<file path="src/hw/rtl/vn_pkg.sv">
package vn_pkg;

  typedef struct packed {
    logic en;
    logic vld;
  } vn_ctl_t;

endpackage

</file>
<file path="src/hw/rtl/vn_div.sv">
module vn_div #(
  parameter int W  = 32,
  parameter int F  = 30,
  parameter int SB = 1
) (
  input  logic             clk_i,
  input  logic             rst_ni,
  input  vn_pkg::vn_ctl_t  ctl_i,
  input  logic [W-1:0]     num_i,
  input  logic [W-1:0]     den_i,
  input  logic [SB-1:0]    sb_i,
  output logic             vld_o,
  output logic [F:0]       quo_o,
  output logic [SB-1:0]    sb_o
);
  import vn_pkg::*;

  localparam int N = F + 1;

  logic [W-1:0]  rem_q [N];
  logic [W-1:0]  den_q [N];
  logic [F:0]    quo_q [N];
  logic [SB-1:0] sb_q  [N];
  logic          vld_q [N];

  for (genvar i = 0; i < N; i++) begin : g_stage
    logic [W:0]    p_r;
    logic [W-1:0]  p_den;
    logic [F:0]    p_quo;
    logic [SB-1:0] p_sb;
    logic          p_vld;
    logic          take;
    logic [W:0]    diff;

    // numerator never exceeds divisor, so the top quotient bit is a plain compare
    if (i == 0) begin : g_first
      assign p_r   = {1'b0, num_i};
      assign p_den = den_i;
      assign p_quo = '0;
      assign p_sb  = sb_i;
      assign p_vld = ctl_i.vld;
    end else begin : g_next
      assign p_r   = {rem_q[i-1], 1'b0};
      assign p_den = den_q[i-1];
      assign p_quo = quo_q[i-1];
      assign p_sb  = sb_q[i-1];
      assign p_vld = vld_q[i-1];
    end

    assign take = (p_r >= {1'b0, p_den});
    assign diff = p_r - {1'b0, p_den};

    always_ff @(posedge clk_i or negedge rst_ni) begin
      if (!rst_ni) begin
        vld_q[i] <= 1'b0;
      end else if (ctl_i.en) begin
        vld_q[i] <= p_vld;
      end
    end

    always_ff @(posedge clk_i) begin
      if (ctl_i.en) begin
        rem_q[i] <= take ? diff[W-1:0] : p_r[W-1:0];
        den_q[i] <= p_den;
        quo_q[i] <= {p_quo[F-1:0], take};
        sb_q[i]  <= p_sb;
      end
    end
  end

  assign vld_o = vld_q[N-1];
  assign quo_o = quo_q[N-1];
  assign sb_o  = sb_q[N-1];

endmodule

</file>
<file path="config.mk">
export PLATFORM = sky130hd
export DESIGN_NAME = vn_div
export DESIGN_NICKNAME = d
export VERILOG_FILES = /design/src/hw/rtl/vn_pkg.sv /design/src/hw/rtl/vn_div.sv
export SDC_FILE = /design/constraint.sdc
export NUM_CORES = 2
export LEC_CHECK = 0
export BUFFER_PORTS_ARGS = -buffer_cell sky130_fd_sc_hd__buf_2
export CAP_MARGIN = 0
export CORE_MARGIN = 2
export CORE_UTILIZATION = 69
export DETAILED_ROUTE_END_ITERATION = 8
export HOLD_SLACK_MARGIN = 0.02
export PLACE_DENSITY = 0.94
export SLEW_MARGIN = 20
export SYNTH_ARGS = -nofsm -noshare
export SYNTH_HDL_FRONTEND = slang
export SYNTH_SLANG_ARGS = --single-unit
</file>
<file path="constraint.sdc">
create_clock -name clk_i -period 7.99 [get_ports clk_i]
set_clock_uncertainty 0.1 [all_clocks]
set_input_delay 0.3995 -clock clk_i [delete_from_list [all_inputs] [get_ports clk_i]]
set_output_delay 0.3995 -clock clk_i [all_outputs]
set_load 0.03 [all_outputs]
</file>
======== Word level (Yosys, flattened, before mapping) ========
Memories as Yosys holds them, arrays and structs flattened.
Index checks and enable logic that the tools add are counted.
word-level totals
  bits in registers ....................... 31
  bits in writable memories ............... 2976
  bits of input ports ..................... 69
  output and inout bits ................... 33
  logic and storage cells ................. 130
  memories kept ........................... 4
operators by class
  $add $sub $neg .......................... 31
  $lt $le $gt $ge ......................... 31
  mux-type cells .......................... 33
memory list
  memory  words  bits a word  rd ports  clocked after memory_dff  write ports  line          source
  den_q   31     32           30        0                         31           vn_div.sv:21  logic [W-1:0] den_q [N];
  rem_q   31     32           30        0                         31           vn_div.sv:20  logic [W-1:0] rem_q [N];
  quo_q   31     31           31        0                         31           vn_div.sv:22  logic [F:0] quo_q [N];
  sb_q    31     1            31        0                         31           vn_div.sv:23  logic [SB-1:0] sb_q [N];
operators with widths
  operator        count
  $mux 32         31
  $sub 32x32->32  31
  $ge 33x32->1    30
  $ge 32x32->1    1
  $mux 1          2

======== Longest topological paths before layout ========
An unclocked memory read counts as a cell.
  depth after elaboration ................. 3
  depth in mapped cells ................... 16
  depth with buffers taken out ............ 14

======== Least setup slack after synthesis ========
No wires, ideal clock.
  kind .................................... reg-to-reg
  start point ............................. mem rem_q[4][9]
  end point ............................... mem rem_q[5][30], data pin
  setup time .............................. 0.260 ns
  arrival time ............................ 3.228 ns
  required time ........................... 7.630 ns
  path slack .............................. 4.402 ns
  cell stages (with the launch flop) ...... 13
  buffers on the path ..................... 1
  period minus slack after synthesis ...... 3.588 ns
  path through ............................ edfxtp_1 -> ha_1 -> and2_1 -> or3_1 -> o2111ai_2 -> a31o_1 -> a31o_2 -> a21oi_2 -> a311oi_2 -> a21oi_1 -> a2111oi_4 -> buf_6 -> mux2_2
RTL lines
  what         line
  from (decl)  vn_div.sv:20

==> out/metrics.csv <==
stage;metric;value;unit
power;pwr dens;421;nW/um^2
final_layout;Finished Layout Cells;15100;
floorplanning;# rows;163;
route;final WL;327;mm
global_route;largest net degree at the start of global routing;177;
timing;Final Hold Vio Count;0;
placed_design;placed cell count;14600;
yosys;Mapped Cells;12100;
setup_path;Critical R2R Launch;den_q[25][1]$_DFFE_PP_;
global_route;initial antenna violation count;6;
route;DR pass1 iterations;7;
final_layout;fill count;12200;
clock_tree;total CTS buffers;278;
setup_path;Worst R2R Path Depth;13;
clock_tree;Clock Pin Slew Worst Setup and Hold Paths;0.07;ns
clock_tree;Clock Root Buffer;clkbuf_16;
setup_path;top fanout value on the critical path;45;
global_route;global-route total usage across every layer;0.318;
clock_tree;worst skew pair latency;0.95;ns
setup_path;WP data required;8.57;ns
floorplanning;Die H;449;um
yosys;top cells by area, synth;edfxtp_1, ha_1, a21oi_1;
floorplanning;initial core utilization;0.694;
yosys;sequential area share after synthesis;0.543;
yosys;Mapped Area;137000;um^2
timing;hold slack;0.0932;ns
yosys;Netlist cell types;114;
worst_hold_path;hold path depth;2;
final_layout;P&R area growth vs syn;9.28;%
floorplanning;core footprint;197000;um^2
route;DRT iter0 DRCs;10200;
route;post-DR vias/cell;6.43;
worst_hold_path;Hold Path Class;in -> reg;
route;WL/cell;21.7;um
timing;Final period util;0.589;
timing;Slew Limit Fails;0;
floorplanning;IO Pins;102;
final_layout;Nets;13400;
setup_path;Worst setup EP type;flop;
setup_path;startpoint type of the worst setup path;flop;
clock_tree;CTS tree;yes;
route;remaining antenna violation count;0;
timing;FMAX;213;MHz
final_layout;commonest non-fill, non-tap cell in the layout;edfxtp_1;
clock_tree;Clock Path Buffers;4;
timing;Finish-stage setup viols;0;
flow_run;MaxCap Viol Count;0;
placed_design;HPWL Detailed;234;mm
placed_design;Port Buffers;101;
yosys;ys async rst share;0.0125;
timing;Final min period;4.70;ns
yosys;number of flops mapped to enable cells by yosys;2447;
global_route;total grt overflow;0;
timing;unrepaired setup endpoints after global routing;false;
yosys;warnings from Yosys;0;
setup_path;Critical Setup Path Class;reg -> reg;
global_route;global-route wire length before repair;513;mm
yosys;Post-Syn Area per Cell;11.3;um^2
final_layout;share of post-route cells with drive strength above 1;0.0742;
final_layout;most frequent cells in the layout;edfxtp_1, inv_1, ha_1;
floorplanning;DIE WIDTH;449;um
timing;setup_tns;0;ns
power;Leak;61.4;nW
yosys;most used flip-flop cell after synthesis;edfxtp_1;
power;maximum resistive drop on vdd;0.298;mV
clock_tree;htree depth;5;
worst_hold_path;Hold Path Origin;den_i[4];
timing;worst rel slew slack;0.285;
setup_path;crit path launch;den_q[25][1]$_DFFE_PP_;
clock_tree;CTS sink count;2478;
setup_path;Worst EP arrival;5.28;ns
global_route;vias in the first global route;96900;
yosys;top-area cell type share of the netlist area;0.537;
floorplanning;DIE AREA;202000;um^2
outcome;status;completed;
route;# DRC;0;
yosys;#FFs+latches synth;2478;
yosys;Yosys top cell by area;edfxtp_1;
timing;Least-Margin Pin Slew;1.07;ns
route;vias post-DR;97200;
yosys;post-synth net total;13200;
placed_design;RD Place Congestion;0.965;
final_layout;Util after Layout;0.758;
final timing paths:
kind / slack, ns / endpoint
setup / recovery: 3.29 / rem_q[26][8]$_DFFE_PP_
min in group asynchronous: 0.45 / g_stage[28].p_vld$_DFFE_PN0P_
setup reg to reg: 3.29 / rem_q[26][8]$_DFFE_PP_
max in group asynchronous: 7.17 / g_stage[2].p_vld$_DFFE_PN0P_
hold reg to reg: 0.28 / quo_q[4][34]$_DFFE_PP_
hold / removal: 0.09 / den_q[0][4]$_DFFE_PP_
logic make-up (layout without fill, tap and decap cells):
| group | Yosys count | after routing | synth area share |
|---|---|---|---|
| AOI/OAI and AO/OA | 3313 | 3313 | 0.152 |
| and+or+nand+nor | 2622 | 2622 | 0.0903 |
| DFF | 2478 | 2478 | 0.543 |
| buffers and inverters | 1514 | 1924 | 0.0428 |
| adders and majority gates | 1021 | 1021 | 0.0950 |
| xor gates and xnor gates | 815 | 815 | 0.0522 |
| muxes | 305 | 305 | 0.0250 |
| other | 0 | 4 | 0 |
worst max-delay path: stages (launching register included):
cell	delay (ns)
edfxtp_1	0.43
inv_1	0.09
ha_1	0.25
nor2b_1	0.16
o31ai_1	0.36
a21oi_1	0.18
o41ai_1	0.53
a21boi_0	0.30
nor2_1	0.19
o211ai_1	0.12
a21o_1	0.25
a311oi_4	0.59
buf_4	0.50
mux2_2	0.39
Yosys cell counts (212+ instances only):
master,count
a21oi_1,935
xor2_1,360
inv_1,1229
mux2_2,232
edfxtp_1,2447
nand2_1,922
nand3_1,212
xnor2_1,455
a21o_1,500
o21ai_0,853
ha_1,991
nor2_1,590
state kept, by name, indices dropped and copies added (netlist names):
signal,cells
den_q,960
rem_q,960
quo_q,496
sb_q,31
g_stage.p_vld,30
vld_o,1
repair_timing:
| action | 4_1_cts | 5_1_grt |
|---|---|---|
| endpoints found under the hold margin | 223 | 0 |
| hold buffers | 70 | 0 |
| buffers inserted | 0 | 0 |
| gates resized for setup | 0 | 0 |
power by group:
part / total [mW] / internal [mW] / switching (mW)
registers: 21.8 / 19.4 / 2.40
clock network: 12.4 / 7.34 / 5.05
logic: 28.9 / 12.0 / 16.9
per-layer routing:
metal  part of all wire  track usage  up-vias
li1                   -            -    44500
met5            0.00014            0        -
met4              0.061        0.176        6
met1               0.37        0.372    46600
met3              0.066       0.0459     1407
met2               0.51        0.562     4673
area by class of cell:
type / instances / area [um^2] / share of cell area
Tap cell: 2640 / 3300 / 0.0221
Sequential cell: 2478 / 74300 / 0.496
Clock buffer: 339 / 7340 / 0.0491
Antenna cell: 4 / 10.0 / 0.0000669
Timing Repair Buffer: 226 / 1800 / 0.0120
Clock inverter: 123 / 1280 / 0.00853
Multi-Input combinational cell: 8076 / 56900 / 0.381
Inverter: 1236 / 4640 / 0.0310
through the flow:
step | power [mW] | worst slack [ns] | cell area [um^2]
global route | 66.7 | 3.00 | 150000
floorplan | 42.4 | 4.40 | 137000
finish | 63.0 | 3.29 | 150000
CTS | 62.5 | 3.25 | 150000
detailed placement | 49.7 | 3.38 | 140000
global placement | 48.3 | 3.59 | 140000
(Power assumes the default switching activity.)
